<file path="src/rtl/rci_pkg.sv">
// ----------------------------------------------------------------------------
// rci_pkg
// Shared widths, constants, command codes and the control and status bundles
// of the range curve interpolator.
// ----------------------------------------------------------------------------
package rci_pkg;

  // table geometry
  localparam int NUM_SAMPLES = 60;
  localparam int IDX_W       = $clog2(NUM_SAMPLES);

  // field widths
  localparam int CMD_W       = 2;
  localparam int IDX_IN_W    = 6;
  localparam int SAMPLE_W    = 16;
  localparam int DIST_W      = 22;
  localparam int RANGE_W     = 12;

  // fixed point constants: one step of 50 units in Q13.8
  localparam int STEP_LSB    = 12800;
  localparam int HALF_STEP   = STEP_LSB / 2;
  localparam int RANGE_STEP  = 50;
  localparam int RANGE_MAX   = 4095;

  // divide by the step as a shift by 9 and a divide by 25, the latter
  // through ceil(2^26 / 25), exact for operands below 2^26 / 11
  localparam int STEP_SHIFT  = 9;
  localparam int RECIP_25    = 2684355;
  localparam int RECIP_SHIFT = 26;
  localparam int RECIP_W     = 22;

  // internal widths
  localparam int D_W         = DIST_W + 1;
  localparam int BASE_W      = $clog2(NUM_SAMPLES * STEP_LSB + 1);
  localparam int OFS_W       = ((D_W > BASE_W) ? D_W : BASE_W) + 1;
  localparam int FRAC_W      = $clog2(STEP_LSB);
  localparam int DIFF_W      = SAMPLE_W + 1;
  localparam int PROD_W      = DIFF_W + FRAC_W + 1;
  localparam int QUO_W       = SAMPLE_W;
  localparam int MAG_W       = QUO_W + FRAC_W;
  localparam int MQ_W        = MAG_W - STEP_SHIFT;
  localparam int RP_W        = MQ_W + RECIP_W;
  localparam int LP_W        = $clog2(NUM_SAMPLES + 1);
  localparam int RNG_W       = LP_W + $clog2(RANGE_STEP + 1);

  // command codes
  typedef enum logic [CMD_W-1:0] {
    CMD_CLEAR = 2'd0,
    CMD_WRITE = 2'd1,
    CMD_QUERY = 2'd2
  } cmd_e;

  // controller to datapath
  typedef struct packed {
    logic accept;
    logic exec;
    logic scan_rd;
    logic mul;
    logic div_load;
    logic div_step;
    logic load_out;
  } rci_ctl_t;

  // datapath to controller
  typedef struct packed {
    logic scan_last;
    logic need_interp;
  } rci_sts_t;

endpackage

</file>
<file path="src/rtl/range_curve_interpolator_top.sv">
// ----------------------------------------------------------------------------
// range_curve_interpolator_top
// Piecewise linear curve lookup over a table of samples 50 units apart.
// ----------------------------------------------------------------------------
// Usage:
//   Input channel (in_valid_i / in_ready_o) carries one beat per command:
//   clear the table, write one sample, or query the curve at a distance.
//   Output channel (out_valid_o / out_ready_i) returns exactly one beat per
//   input beat: curve value (zero unless a query), table peak and effective
//   range, both taken after the command has been applied.
//   Every beat walks all 60 table entries through the single read port
//   of the sample RAM, and a new beat is accepted only once the result
//   of the previous one has been loaded into the output register. A
//   query that falls between two samples adds the multiply, the shift
//   and the reciprocal divide by the sample spacing.
//   Reset clears the table at once through per-entry valid bits; the block
//   is ready as soon as reset is released.
//   When the receiver stalls, the result waits in the output register; the
//   next beat is still accepted and processed and then waits for the output
//   register to free up before it is delivered.
// ----------------------------------------------------------------------------
module range_curve_interpolator_top (
  input  logic                                clk_i,
  input  logic                                rst_ni,
  input  logic                                in_valid_i,
  output logic                                in_ready_o,
  input  logic [rci_pkg::CMD_W-1:0]           cmd_i,
  input  logic [rci_pkg::IDX_IN_W-1:0]        sample_index_i,
  input  logic signed [rci_pkg::SAMPLE_W-1:0] sample_value_i,
  input  logic signed [rci_pkg::DIST_W-1:0]   query_distance_i,
  output logic                                out_valid_o,
  input  logic                                out_ready_i,
  output logic signed [rci_pkg::SAMPLE_W-1:0] curve_value_o,
  output logic signed [rci_pkg::SAMPLE_W-1:0] peak_value_o,
  output logic [rci_pkg::RANGE_W-1:0]         effective_range_o
);
  import rci_pkg::*;

  rci_ctl_t ctl;
  rci_sts_t sts;

  // sequencer
  rci_ctrl u_ctrl (
    .clk_i       (clk_i),
    .rst_ni      (rst_ni),
    .in_valid_i  (in_valid_i),
    .in_ready_o  (in_ready_o),
    .out_valid_o (out_valid_o),
    .out_ready_i (out_ready_i),
    .ctl_o       (ctl),
    .sts_i       (sts)
  );

  // table and arithmetic
  rci_datapath u_datapath (
    .clk_i             (clk_i),
    .rst_ni            (rst_ni),
    .ctl_i             (ctl),
    .sts_o             (sts),
    .cmd_i             (cmd_i),
    .sample_index_i    (sample_index_i),
    .sample_value_i    (sample_value_i),
    .query_distance_i  (query_distance_i),
    .curve_value_o     (curve_value_o),
    .peak_value_o      (peak_value_o),
    .effective_range_o (effective_range_o)
  );

  // a pending result is never overwritten
  assert property (@(posedge clk_i) disable iff (!rst_ni)
    ctl.load_out |-> (!out_valid_o || out_ready_i))
    else $error("output register overwritten");

  // one beat in flight: no acceptance in the cycle after an acceptance
  assert property (@(posedge clk_i) disable iff (!rst_ni)
    (in_valid_i && in_ready_o) |=> !in_ready_o)
    else $error("second beat accepted while busy");

  // multiplier only runs when the query lies between two samples
  assert property (@(posedge clk_i) disable iff (!rst_ni)
    ctl.mul |-> sts.need_interp)
    else $error("interpolation started without a bracketing interval");

  // a result is loaded only after the scan has drained
  assert property (@(posedge clk_i) disable iff (!rst_ni)
    ctl.load_out |-> !ctl.scan_rd && !$past(ctl.scan_rd))
    else $error("result loaded during table scan");

endmodule

</file>
<file path="src/rtl/rci_ram.sv">
// ----------------------------------------------------------------------------
// rci_ram
// Generic single write port, single read port RAM with registered read data.
// ----------------------------------------------------------------------------
module rci_ram #(
  parameter int WIDTH = 16,
  parameter int DEPTH = 64
) (
  input  logic                     clk_i,
  input  logic                     we_i,
  input  logic [$clog2(DEPTH)-1:0] waddr_i,
  input  logic [WIDTH-1:0]         wdata_i,
  input  logic [$clog2(DEPTH)-1:0] raddr_i,
  output logic [WIDTH-1:0]         rdata_o
);

  logic [WIDTH-1:0] mem_q [DEPTH];
  logic [WIDTH-1:0] rdata_q;

  // write port and registered read port
  always_ff @(posedge clk_i) begin
    if (we_i) begin
      mem_q[waddr_i] <= wdata_i;
    end
    rdata_q <= mem_q[raddr_i];
  end

  assign rdata_o = rdata_q;

endmodule

</file>
<file path="src/rtl/rci_ctrl.sv">
// ----------------------------------------------------------------------------
// rci_ctrl
// Sequencer of the range curve interpolator: accepts a beat, applies the
// command, walks the table, runs the interpolation and hands the result to
// the output register.
// ----------------------------------------------------------------------------
module rci_ctrl (
  input  logic              clk_i,
  input  logic              rst_ni,
  input  logic              in_valid_i,
  output logic              in_ready_o,
  output logic              out_valid_o,
  input  logic              out_ready_i,
  output rci_pkg::rci_ctl_t ctl_o,
  input  rci_pkg::rci_sts_t sts_i
);
  import rci_pkg::*;

  typedef enum logic [2:0] {
    S_IDLE,
    S_EXEC,
    S_SCAN,
    S_TAIL,
    S_MUL,
    S_DLOAD,
    S_DIV,
    S_FIN
  } state_e;

  state_e state_q, state_d;
  logic   out_valid_q;

  // command decode per state
  always_comb begin
    ctl_o          = '0;
    state_d        = state_q;
    unique case (state_q)
      S_IDLE: begin
        ctl_o.accept = in_valid_i;
        if (in_valid_i) state_d = S_EXEC;
      end
      S_EXEC: begin
        ctl_o.exec = 1'b1;
        state_d    = S_SCAN;
      end
      S_SCAN: begin
        ctl_o.scan_rd = 1'b1;
        if (sts_i.scan_last) state_d = S_TAIL;
      end
      S_TAIL: begin
        state_d = sts_i.need_interp ? S_MUL : S_FIN;
      end
      S_MUL: begin
        ctl_o.mul = 1'b1;
        state_d   = S_DLOAD;
      end
      S_DLOAD: begin
        ctl_o.div_load = 1'b1;
        state_d        = S_DIV;
      end
      S_DIV: begin
        ctl_o.div_step = 1'b1;
        state_d        = S_FIN;
      end
      S_FIN: begin
        ctl_o.load_out = !out_valid_q || out_ready_i;
        if (ctl_o.load_out) state_d = S_IDLE;
      end
      default: state_d = S_IDLE;
    endcase
  end

  // state and output valid
  always_ff @(posedge clk_i or negedge rst_ni) begin
    if (!rst_ni) begin
      state_q     <= S_IDLE;
      out_valid_q <= 1'b0;
    end else begin
      state_q <= state_d;
      if (ctl_o.load_out) begin
        out_valid_q <= 1'b1;
      end else if (out_ready_i) begin
        out_valid_q <= 1'b0;
      end
    end
  end

  assign in_ready_o  = (state_q == S_IDLE);
  assign out_valid_o = out_valid_q;

endmodule

</file>
<file path="src/rtl/rci_datapath.sv">
// ----------------------------------------------------------------------------
// rci_datapath
// Sample table with valid bits, scan logic for peak, range and the two
// bracketing samples, multiplier, reciprocal divider by the step size and
// the output register.
// ----------------------------------------------------------------------------
module rci_datapath (
  input  logic                                clk_i,
  input  logic                                rst_ni,
  input  rci_pkg::rci_ctl_t                   ctl_i,
  output rci_pkg::rci_sts_t                   sts_o,
  input  logic [rci_pkg::CMD_W-1:0]           cmd_i,
  input  logic [rci_pkg::IDX_IN_W-1:0]        sample_index_i,
  input  logic signed [rci_pkg::SAMPLE_W-1:0] sample_value_i,
  input  logic signed [rci_pkg::DIST_W-1:0]   query_distance_i,
  output logic signed [rci_pkg::SAMPLE_W-1:0] curve_value_o,
  output logic signed [rci_pkg::SAMPLE_W-1:0] peak_value_o,
  output logic [rci_pkg::RANGE_W-1:0]         effective_range_o
);
  import rci_pkg::*;

  // latched beat
  cmd_e                       op_q;
  logic [IDX_IN_W-1:0]        idx_q;
  logic signed [SAMPLE_W-1:0] val_q;
  logic signed [D_W-1:0]      d_q;

  // table
  logic [NUM_SAMPLES-1:0]     valid_q;
  logic                       idx_ok;
  logic                       ram_we;
  logic [IDX_W-1:0]           ram_waddr;
  logic [SAMPLE_W-1:0]        ram_rdata;

  // scan
  logic [IDX_W-1:0]           scan_addr_q;
  logic                       rd_valid_q;
  logic [IDX_W-1:0]           rd_idx_q;
  logic                       rd_ok_q;
  logic signed [SAMPLE_W-1:0] entry;
  logic [BASE_W-1:0]          base_q;
  logic signed [OFS_W-1:0]    ofs;
  logic                       hit;
  logic                       found_q;
  logic                       take_hi_q;
  logic signed [SAMPLE_W-1:0] s0_q, s_lo_q, s_hi_q, s_last_q, peak_q;
  logic [FRAC_W-1:0]          r_q;
  logic [LP_W-1:0]            lp1_q;
  logic                       d_pos;

  // interpolation
  logic signed [DIFF_W-1:0]   diff;
  logic signed [FRAC_W:0]     r_ext;
  logic signed [PROD_W-1:0]   prod_full;
  logic signed [PROD_W-1:0]   prod_q;
  logic [PROD_W-1:0]          mag;
  logic                       neg_q;
  logic [MQ_W-1:0]            mq_q;
  logic [RP_W-1:0]            recip_prod;
  logic [QUO_W-1:0]           qmag_q;
  logic signed [QUO_W:0]      quo;
  logic signed [SAMPLE_W:0]   interp_sum;

  // result
  logic signed [SAMPLE_W-1:0] curve_sel;
  logic [RNG_W-1:0]           rng;
  logic [RANGE_W-1:0]         rng_sat;
  logic signed [SAMPLE_W-1:0] curve_q, peak_out_q;
  logic [RANGE_W-1:0]         range_q;

  // beat capture, distance measured from the first sample
  always_ff @(posedge clk_i) begin
    if (ctl_i.accept) begin
      op_q  <= cmd_e'(cmd_i);
      idx_q <= sample_index_i;
      val_q <= sample_value_i;
      d_q   <= D_W'(query_distance_i) - D_W'(STEP_LSB);
    end
  end

  // table write and valid bits
  assign idx_ok    = 32'(idx_q) < 32'(NUM_SAMPLES);
  assign ram_we    = ctl_i.exec && (op_q == CMD_WRITE) && idx_ok;
  assign ram_waddr = IDX_W'(idx_q);

  always_ff @(posedge clk_i or negedge rst_ni) begin
    if (!rst_ni) begin
      valid_q <= '0;
    end else if (ctl_i.exec && (op_q == CMD_CLEAR)) begin
      valid_q <= '0;
    end else if (ram_we) begin
      valid_q[ram_waddr] <= 1'b1;
    end
  end

  rci_ram #(
    .WIDTH (SAMPLE_W),
    .DEPTH (NUM_SAMPLES)
  ) u_table (
    .clk_i   (clk_i),
    .we_i    (ram_we),
    .waddr_i (ram_waddr),
    .wdata_i (val_q),
    .raddr_i (scan_addr_q),
    .rdata_o (ram_rdata)
  );

  // scan address and read pipeline
  always_ff @(posedge clk_i or negedge rst_ni) begin
    if (!rst_ni) begin
      scan_addr_q <= '0;
      rd_valid_q  <= 1'b0;
    end else begin
      rd_valid_q <= ctl_i.scan_rd;
      if (ctl_i.exec) begin
        scan_addr_q <= '0;
      end else if (ctl_i.scan_rd) begin
        scan_addr_q <= scan_addr_q + IDX_W'(1);
      end
    end
  end

  always_ff @(posedge clk_i) begin
    rd_idx_q <= scan_addr_q;
    rd_ok_q  <= valid_q[scan_addr_q];
  end

  assign sts_o.scan_last = (scan_addr_q == IDX_W'(NUM_SAMPLES - 1));

  // unwritten entries read as zero
  assign entry = rd_ok_q ? $signed(ram_rdata) : '0;

  // offset of the query inside the current interval
  assign ofs = OFS_W'(d_q) - OFS_W'(base_q);
  assign hit = !ofs[OFS_W-1] && (ofs < OFS_W'(STEP_LSB))
               && (32'(rd_idx_q) < 32'(NUM_SAMPLES - 1));

  // per entry: peak, last positive entry, bracketing samples
  always_ff @(posedge clk_i or negedge rst_ni) begin
    if (!rst_ni) begin
      found_q   <= 1'b0;
      take_hi_q <= 1'b0;
      lp1_q     <= '0;
      base_q    <= '0;
    end else if (ctl_i.exec) begin
      found_q   <= 1'b0;
      take_hi_q <= 1'b0;
      lp1_q     <= '0;
      base_q    <= '0;
    end else if (rd_valid_q) begin
      base_q    <= base_q + BASE_W'(STEP_LSB);
      take_hi_q <= hit;
      if (hit) found_q <= 1'b1;
      if (entry > 0) lp1_q <= LP_W'(rd_idx_q) + LP_W'(1);
    end
  end

  always_ff @(posedge clk_i) begin
    if (rd_valid_q) begin
      if (rd_idx_q == '0) begin
        s0_q   <= entry;
        peak_q <= entry;
      end else if (peak_q < entry) begin
        peak_q <= entry;
      end
      if (take_hi_q) s_hi_q <= entry;
      if (hit) begin
        s_lo_q <= entry;
        r_q    <= FRAC_W'(ofs);
      end
      if (rd_idx_q == IDX_W'(NUM_SAMPLES - 1)) s_last_q <= entry;
    end
  end

  assign d_pos             = !d_q[D_W-1] && (d_q != '0);
  assign sts_o.need_interp = (op_q == CMD_QUERY) && d_pos && found_q;

  // slope times offset, rounded half up before the floor divide
  assign diff      = DIFF_W'(s_hi_q) - DIFF_W'(s_lo_q);
  assign r_ext     = {1'b0, r_q};
  assign prod_full = diff * r_ext;

  always_ff @(posedge clk_i) begin
    if (ctl_i.mul) begin
      prod_q <= prod_full + PROD_W'(HALF_STEP);
    end
  end

  // floor divide by the step: magnitude, biased up for negative numerators,
  // then the power of two part of the step shifted out
  assign mag = prod_q[PROD_W-1] ? PROD_W'(-prod_q + PROD_W'(STEP_LSB - 1))
                                : PROD_W'(prod_q);

  always_ff @(posedge clk_i) begin
    if (ctl_i.div_load) begin
      neg_q <= prod_q[PROD_W-1];
      mq_q  <= mag[MAG_W-1:STEP_SHIFT];
    end
  end

  // remaining divide by 25 through the scaled reciprocal
  assign recip_prod = RP_W'(mq_q) * RP_W'(RECIP_25);

  always_ff @(posedge clk_i) begin
    if (ctl_i.div_step) begin
      qmag_q <= recip_prod[RECIP_SHIFT +: QUO_W];
    end
  end

  assign quo        = neg_q ? -$signed({1'b0, qmag_q}) : $signed({1'b0, qmag_q});
  assign interp_sum = (SAMPLE_W + 1)'(s_lo_q) + quo;

  // curve value selection
  always_comb begin
    case (op_q)
      CMD_QUERY: begin
        if (!d_pos) begin
          curve_sel = s0_q;
        end else if (found_q) begin
          curve_sel = interp_sum[SAMPLE_W-1:0];
        end else begin
          curve_sel = s_last_q;
        end
      end
      default: curve_sel = '0;
    endcase
  end

  // effective range with saturation
  assign rng     = RNG_W'(lp1_q) * RNG_W'(RANGE_STEP);
  assign rng_sat = (32'(rng) > 32'(RANGE_MAX)) ? RANGE_W'(RANGE_MAX) : RANGE_W'(rng);

  // output register
  always_ff @(posedge clk_i) begin
    if (ctl_i.load_out) begin
      curve_q    <= curve_sel;
      peak_out_q <= peak_q;
      range_q    <= rng_sat;
    end
  end

  assign curve_value_o     = curve_q;
  assign peak_value_o      = peak_out_q;
  assign effective_range_o = range_q;

endmodule
</file>
<file path="config.mk">
export PLATFORM = sky130hd
export DESIGN_NAME = range_curve_interpolator_top
export DESIGN_NICKNAME = d
export VERILOG_FILES = /design/src/rtl/rci_pkg.sv /design/src/rtl/range_curve_interpolator_top.sv /design/src/rtl/rci_ram.sv /design/src/rtl/rci_ctrl.sv /design/src/rtl/rci_datapath.sv
export SDC_FILE = /design/constraint.sdc
export NUM_CORES = 2
export LEC_CHECK = 0
export BUFFER_PORTS_ARGS = -buffer_cell sky130_fd_sc_hd__buf_2
export CAP_MARGIN = 40
export CORE_MARGIN = 2
export CORE_UTILIZATION = 53
export CTS_CLUSTER_SIZE = 25
export DETAILED_ROUTE_END_ITERATION = 8
export GPL_TIMING_DRIVEN = 0
export PLACE_DENSITY = 0.69
export RECOVER_POWER = 25
export SYNTH_ARGS = -nofsm -noshare
export SYNTH_HDL_FRONTEND = slang
export SYNTH_SLANG_ARGS = --single-unit
</file>
<file path="constraint.sdc">
create_clock -name clk_i -period 9.1 [get_ports clk_i]
set_input_delay 1.365 -clock clk_i [delete_from_list [all_inputs] [get_ports clk_i]]
set_output_delay 1.365 -clock clk_i [all_outputs]
set_load 0.005 [all_outputs]
</file>
=== After elaboration in Yosys (flattened, before gate mapping) ===
Memories as Yosys holds them, arrays and structs flattened. A register that Yosys moved wholly into a read port is not among the register bits.
Cells that the tools add are included.

* Bits in registers: 360
* Memory bits (writable): 960
* Bits of input ports: 50
* Output and inout bits: 46
* Logic and storage cells: 139
* Memories kept: 1

* Add/subtract/negate cells: 11
* Multiply operators: 3
* Magnitude comparators: 8
* Equality and inequality tests: 14
* Mux-type cells: 41
* Bitwise logic cells: 1
* Reductions and logical operators: 32

{| class="wikitable"
|+ Memory list
! memory !! words !! bits a word !! read ports !! clocked after Yosys merged registers in !! write ports !! RTL line !! text
|-
| u_datapath.u_table.mem_q || 60 || 16 || 1 || 1 || 1 || rci_ram.sv:17 || <nowiki>logic [WIDTH-1:0] mem_q [DEPTH];</nowiki>
|}

{| class="wikitable"
|+ Operators with widths
! operator !! number
|-
| $mux 60 || 2
|-
| $mux 16 || 6
|-
| $or 60x60->60 || 1
|-
| $mul 21x22->42 const B || 1
|-
| $mux 20 || 2
|-
| $add 32x14->32 const B || 1
|-
| $mul 17x15->32 || 1
|-
| $add 30x15->30 const B || 1
|-
| $mux 30 || 1
|-
| $mux 6 || 5
|-
| $neg 30->30 || 1
|-
| $lt 24x15->1 const B || 1
|-
| $pmux 3 s8 || 1
|-
| $sub 23x21->24 || 1
|-
| $reduce_bool 23->1 || 1
|-
| $sub 22x15->23 const B || 1
|-
| $add 20x14->20 const B || 1
|-
| $mux 1 || 18
|-
| $sub 16x16->17 || 1
|-
| $add 16x16->16 || 1
|-
| $gt 16x1->1 const B || 1
|-
| $lt 16x16->1 || 1
|-
| $neg 16->16 || 1
|-
| $lt 6x7->1 const B || 2
|-
| other kinds (25) || 57
|}

=== Depth between registers and ports, before layout ===
* Depth after elaboration: 7
* Gate-level depth with buffers: 34
* Depth with buffers taken out: 34

=== Cells and area by module ===
A second synthesis with hierarchy kept.

* Cell total of the unflattened synthesis: 4933
* Area total of the unflattened synthesis: 70889.2 µm²

{| class="wikitable"
|+ Modules (own cells, without submodules)
! module !! times used !! cells each !! area an instance (µm²) !! sequential area each (µm²)
|-
| rci_ram || 1 || 1709 || 37213.2 || 29148.0
|-
| rci_datapath || 1 || 3192 || 33413.3 || 9619.2
|-
| rci_ctrl || 1 || 32 || 262.8 || 100.1
|}

=== Worst setup path before layout ===
OpenSTA, ideal clock, no wires.

* Kind: register -> register
* Start point: register u_datapath.s_lo_q[0]
* End point: register u_datapath.prod_q[29] (data pin)
* Setup time: 0.274 ns
* Arrival: 7.694 ns
* Data required time: 8.826 ns
* Path slack: 1.132 ns
* Cell stages (with the launch flop): 32
* Buffers on the path: 2
* Period minus slack after synthesis: 7.968 ns
* Cells stage by stage: edfxtp_1 -> ha_1 -> fa_1 -> nor2b_1 -> o21ai_2 -> a21boi_1 -> o21ai_2 -> a21boi_1 -> o21ai_2 -> a21oi_1 -> a211o_1 -> nand3_1 -> clkbuf_1 -> a32oi_1 -> fa_1 -> fa_1 -> clkbuf_1 -> inv_1 -> fa_1 -> fa_1 -> fa_1 -> inv_1 -> fa_1 -> inv_1 -> ha_1 -> nor2b_1 -> o21ai_0 -> nand2b_1 -> or3_1 -> o211ai_2 -> and2_4 -> o311ai_1

* Longest elaborated chain between the ends: 3

{| class="wikitable"
|+ Ends and longest elaborated chain
! what !! RTL line !! text
|-
| start, declared || rci_datapath.sv:46 || <nowiki>logic signed [SAMPLE_W-1:0] s0_q, s_lo_q, s_hi_q, s_last_q, peak_q;</nowiki>
|-
| start signal, assigned || rci_datapath.sv:168 || <nowiki>s_lo_q <= entry;</nowiki>
|-
| $sub 16x16->17 || rci_datapath.sv:179 || <nowiki>assign diff = DIFF_W'(s_hi_q) - DIFF_W'(s_lo_q);</nowiki>
|-
| $mul 17x15->32 || rci_datapath.sv:181 || <nowiki>assign prod_full = diff * r_ext;</nowiki>
|-
| $add 32x14->32 || rci_datapath.sv:185 || <nowiki>prod_q <= prod_full + PROD_W'(HALF_STEP);</nowiki>
|-
| end signal, assigned || rci_datapath.sv:185 ||
|-
| end, declared || rci_datapath.sv:55 || <nowiki>logic signed [PROD_W-1:0] prod_q;</nowiki>
|}

No other way between the ends.
A chain may end at the register's enable or synchronous reset.

=== Worst setup path in the final report ===
* Start point: register u_datapath.s_lo_q[0]
* End point: register u_datapath.prod_q[27] (data pin)

The elaborated chain is that of the path after synthesis.

==> run summary <==
==================================================================================================
Outcome                                                                               finished with violations
Failing checks                                                                        capacitance limit, slew limit
Clock tree root driver cell                                                              clkbuf_16
Minimum period implied by the final worst setup slack                                     8.699 ns
Number of maximum-capacitance constraint violations                                              1
Reg2Reg Depth                                                                                   32
Synth warnings                                                                                   0
Final setup skew                                                                        0.04110 ns
Gate power share                                                                             0.566
Number of iterations in the first detailed-routing pass                                          5
Combined area of all synthesized cells                                                 69,800 um^2
Fraction of power consumed by sequential logic                                               0.252
Synthesized area divided by synthesized cell count                                      15.46 um^2
HPWL after DPL                                                                          128,000 um
Crit Reg-Reg Endpoint                                                                 u_datapath.prod_q[27]
# nets final                                                                                 5,699
Y dimension of the die                                                                    366.9 um
Clock buffer count from CTS                                                                    135
Worst hold slack                                                                         0.3769 ns
Global routing usage summed across all routing layers                                       0.2604
Number of global-route vias before repair                                                   40,710
Filler cell count in the final layout                                                        9,752
Most common cell after layout, fill and taps aside                                        edfxtp_1
CP most frequent cell                                                                         fa_1
Hold path depth                                                                                  0
Most used cells in the layout excluding fill and tap cells                            1,204 x edfxtp_1, 581 x inv_1, 396 x ha_1, 380 x fa_1, 323 x mux4_2
Clock Power Share                                                                            0.182
Number of instances in the placed design                                                     6,484
Maximum clock rate                                                                       115.0 MHz
Total number of vias                                                                        39,480
Antenna diode instance count                                                                     0
Hold Crit Endpoint                                                                    u_datapath.rd_idx_q[2]
Largest net degree at the start of global routing                                               55
Maximum count of clock buffers along a single path                                               3
Max-slew headroom                                                                          -0.6097
Tightest Hold Check Type                                                              register to register
Clock transition time at the flip-flop clock pins of the worst setup and hold paths        0.06 ns
Type of the setup path with the least slack                                           register to register
Arr. time, crit path                                                                       9.19 ns
Final setup slack of the worst path                                                      0.4014 ns
Count of H-tree levels built during CTS                                                          4
Instance count of the mapped netlist                                                         4,516
Internal power                                                                           0.01803 W
Post-layout power                                                                        0.03051 W
Switching Power                                                                          0.01249 W
Count of non-filler cells in the finished layout                                             6,734
Peak supply drop                                                                          1.208 mV
Count of boundary I/O pins                                                                      96
Critical path required time                                                                9.59 ns
Placeable Area                                                                        131,100 um^2
Commonest register cell after synthesis                                                   edfxtp_1
Async S/R FF share, synth                                                                  0.06834
Wirelength per Cell                                                                       25.51 um
Count of flip-flops with a built-in enable after synthesis                                   1,204
Max-slew violations                                                                             37
Tcrit/Tclk final                                                                            0.9559
Initial antenna violation count                                                                  9
# setup viols final                                                                              0
Global-route wire length before repair                                                  258,400 um
Post-placement setup slack                                                              -0.2657 ns
Die footprint                                                                         134,600 um^2
Share of the core filled with cells in the final layout                                     0.6020
Rows                                                                                           133
Highest cell delay on the worst timing path                                                0.54 ns
Layout overhead on the synthesized area                                                     13.10%
FF+latch count, synth                                                                        1,317
Starting DRC count in detailed routing                                                       3,786
R2R setup slack                                                                            0.40 ns
Number of I/O port buffers                                                                      94
Startpoint kind of the worst setup timing path                                            register
Leakage                                                                                   29.97 nW
Congestion Overflow GR                                                                           0
GP Congestion                                                                               0.9298
Largest fanout on the critical path                                                             10
Drc violations                                                                                   0
Worst setup EP type                                                                       register
TritonCTS sink count                                                                         1,317
Number of distinct library cells after synthesis                                                78
Reg2Reg Launch Point                                                                  u_datapath.s_lo_q[0]
Final Hold Violating Endpoints                                                                   0
CTS tree                                                                                       yes
Transition time at the pin with the least slew margin                                     2.415 ns
Number of buffers inserted by hold repair at cts                                                 0
Starting utilization of the core area                                                       0.5323
Power Density                                                                         386.5 nW/um^2
Clock latency reported for the late side of the worst-skew pair                            0.75 ns
Sum of routed wire length over all layers                                               171,800 um
Share of synthesized area occupied by flip-flops and latches                                0.5568
Switching Share                                                                             0.4093
Floorplan die width                                                                       366.9 um
Via-to-Cell Ratio                                                                            5.863
Number of nets still failing antenna checks after routing                                        0
Fraction of layout instances using a drive strength above 1                                 0.1763
Hold path startpoint                                                                  u_datapath.scan_addr_q[2]
CP max stage cell                                                                             fa_1
==================================================================================================
## registers in the layout, summed over array words and instances, names as in the netlist, 16 cells and up
name,flops
u_datapath.curve_value_o,16
u_datapath.d_q,23
u_datapath.mq_q,21
u_datapath.peak_q,16
u_datapath.peak_value_o,16
u_datapath.prod_q,22
u_datapath.qmag_q,16
u_datapath.s0_q,16
u_datapath.s_hi_q,16
u_datapath.s_last_q,16
u_datapath.s_lo_q,16
u_datapath.u_table.mem_q,960
u_datapath.u_table.rdata_o,16
u_datapath.val_q,16
u_datapath.valid_q,60
## metal layers
| metal | routed length, um | global-route usage | up-vias |
|---|---|---|---|
| met2 | 85720 | 0.4340 | 1636 |
| li1 | - | - | 17150 |
| met1 | 65770 | 0.3419 | 20330 |
| met4 | 7379 | 0.1017 | 4 |
| met3 | 12900 | 0.04702 | 367 |
| met5 | 30 | 0 | - |
## what timing repair did
| item | CTS | global route |
|---|---|---|
| endpoints found under the hold margin | 0 | 0 |
| setup endpoints to repair | 4 | 8 |
| resized for setup | 4 | 28 |
| setup buffers | 0 | 7 |
| pin swaps | 0 | 7 |
## metrics by stage
step | cell area [um^2] | TNS, ns
global placement | 72470 | -0.6745
global route | 78950 | -0.01837
finish | 78950 | 0
CTS | 79220 | 0
floorplan | 69810 | 0
detailed placement | 74720 | -0.8153
## cell usage after synthesis (all sizes together), types with 3 or more instances
cell type,instances,area share
o211ai,27,0.0030
a21o,31,0.0033
and3,21,0.0019
o41ai,3,0.00038
or4,4,0.00043
and2,70,0.0063
buf,50,0.0036
nand3b,25,0.0027
nand4,9,0.00081
a311oi,8,0.0011
o21a,77,0.0083
o31a,9,0.0011
inv,581,0.031
clkbuf,141,0.0076
a21boi,6,0.00065
dfxtp,23,0.0066
nor3b,3,0.00032
xor2,38,0.0048
edfxtp,1204,0.52
a21oi,52,0.0038
or2,12,0.0011
or3,23,0.0021
nand2b,27,0.0024
nand3,53,0.0038
xnor2,109,0.014
o31ai,18,0.0019
nand2,209,0.011
nor4,10,0.00099
o311ai,3,0.00048
o21bai,9,0.00097
dfrtp,90,0.032
fa,382,0.11
ha,396,0.071
a31oi,13,0.0012
nor2b,46,0.0041
o21ai,83,0.0063
mux2i,38,0.0054
a31o,3,0.00038
nor3,28,0.0020
a32o,6,0.00086
mux4,323,0.10
nor2,186,0.010
a211oi,27,0.0030
a32oi,14,0.0018
## worst max-delay path by stage
stage / start / end / slack, ns / cells after the start
floorplan: u_datapath.s_lo_q[0] / u_datapath.prod_q[29] / 1.13 / 31
global placement: u_datapath.s_lo_q[0] / u_datapath.prod_q[28] / -0.22 / 33
detailed placement: u_datapath.s_lo_q[0] / u_datapath.prod_q[28] / -0.27 / 33
CTS: u_datapath.s_lo_q[1] / u_datapath.prod_q[29] / 0.008 / 30
global route: u_datapath.s_lo_q[0] / u_datapath.prod_q[31] / -0.02 / 32
finish: u_datapath.s_lo_q[0] / u_datapath.prod_q[27] / 0.40 / 32
## worst max-delay path: cells and delay by family (launching register included)
kind	cells	cell delay [ns]
and+or+nand+nor	6	1.07
xor gates and xnor gates	1	0.25
buffers and inverters	4	0.49
DFF	1	0.43
AOI/OAI and AO/OA	12	2.12
adders and majority gates	9	4.09
## layout make-up
cell class                      count  area (um^2)  share of cell area
Sequential cell                  1317        38870              0.4923
Multi-Input combinational cell   2428        28250              0.3579
Clock buffer                      176         3687             0.04671
Tap cell                         1755         2196             0.02781
Timing Repair Buffer              219         2186             0.02769
Inverter                          581         2181             0.02762
Clock inverter                     69        790.8             0.01002
Buffer                            189        784.5            0.009937
## power by group through the flow
| stage | sequential [W] | clock (W) | combinational [W] |
|---|---|---|---|
| 2_1_floorplan | 0.00779 | 0 | 0.0123 |
| 3_3_place_gp | 0.00784 | 0 | 0.0170 |
| 6_report | 0.00768 | 0.00557 | 0.0173 |
| 4_1_cts | 0.00764 | 0.00563 | 0.0176 |
| 5_1_grt | 0.00768 | 0.00588 | 0.0197 |
| 3_5_place_dp | 0.00777 | 0 | 0.0174 |
## cells by family (layout without fill, tap and decap cells)
group / after synthesis / count (layout) / synth area share
AO/OA/AOI/OAI: 400 / 400 / 0.04013
other: 2 / 3 / 0.0001076
buffers and inverters: 772 / 1234 / 0.04241
flip-flops: 1317 / 1317 / 0.5568
multiplexers: 362 / 362 / 0.1098
AND/OR/NAND/NOR: 738 / 738 / 0.05175
adder cells (fa/ha/maj): 778 / 778 / 0.1805
XOR/XNOR: 147 / 147 / 0.01844
No activity file was read; power rests on OpenSTA's default activity.
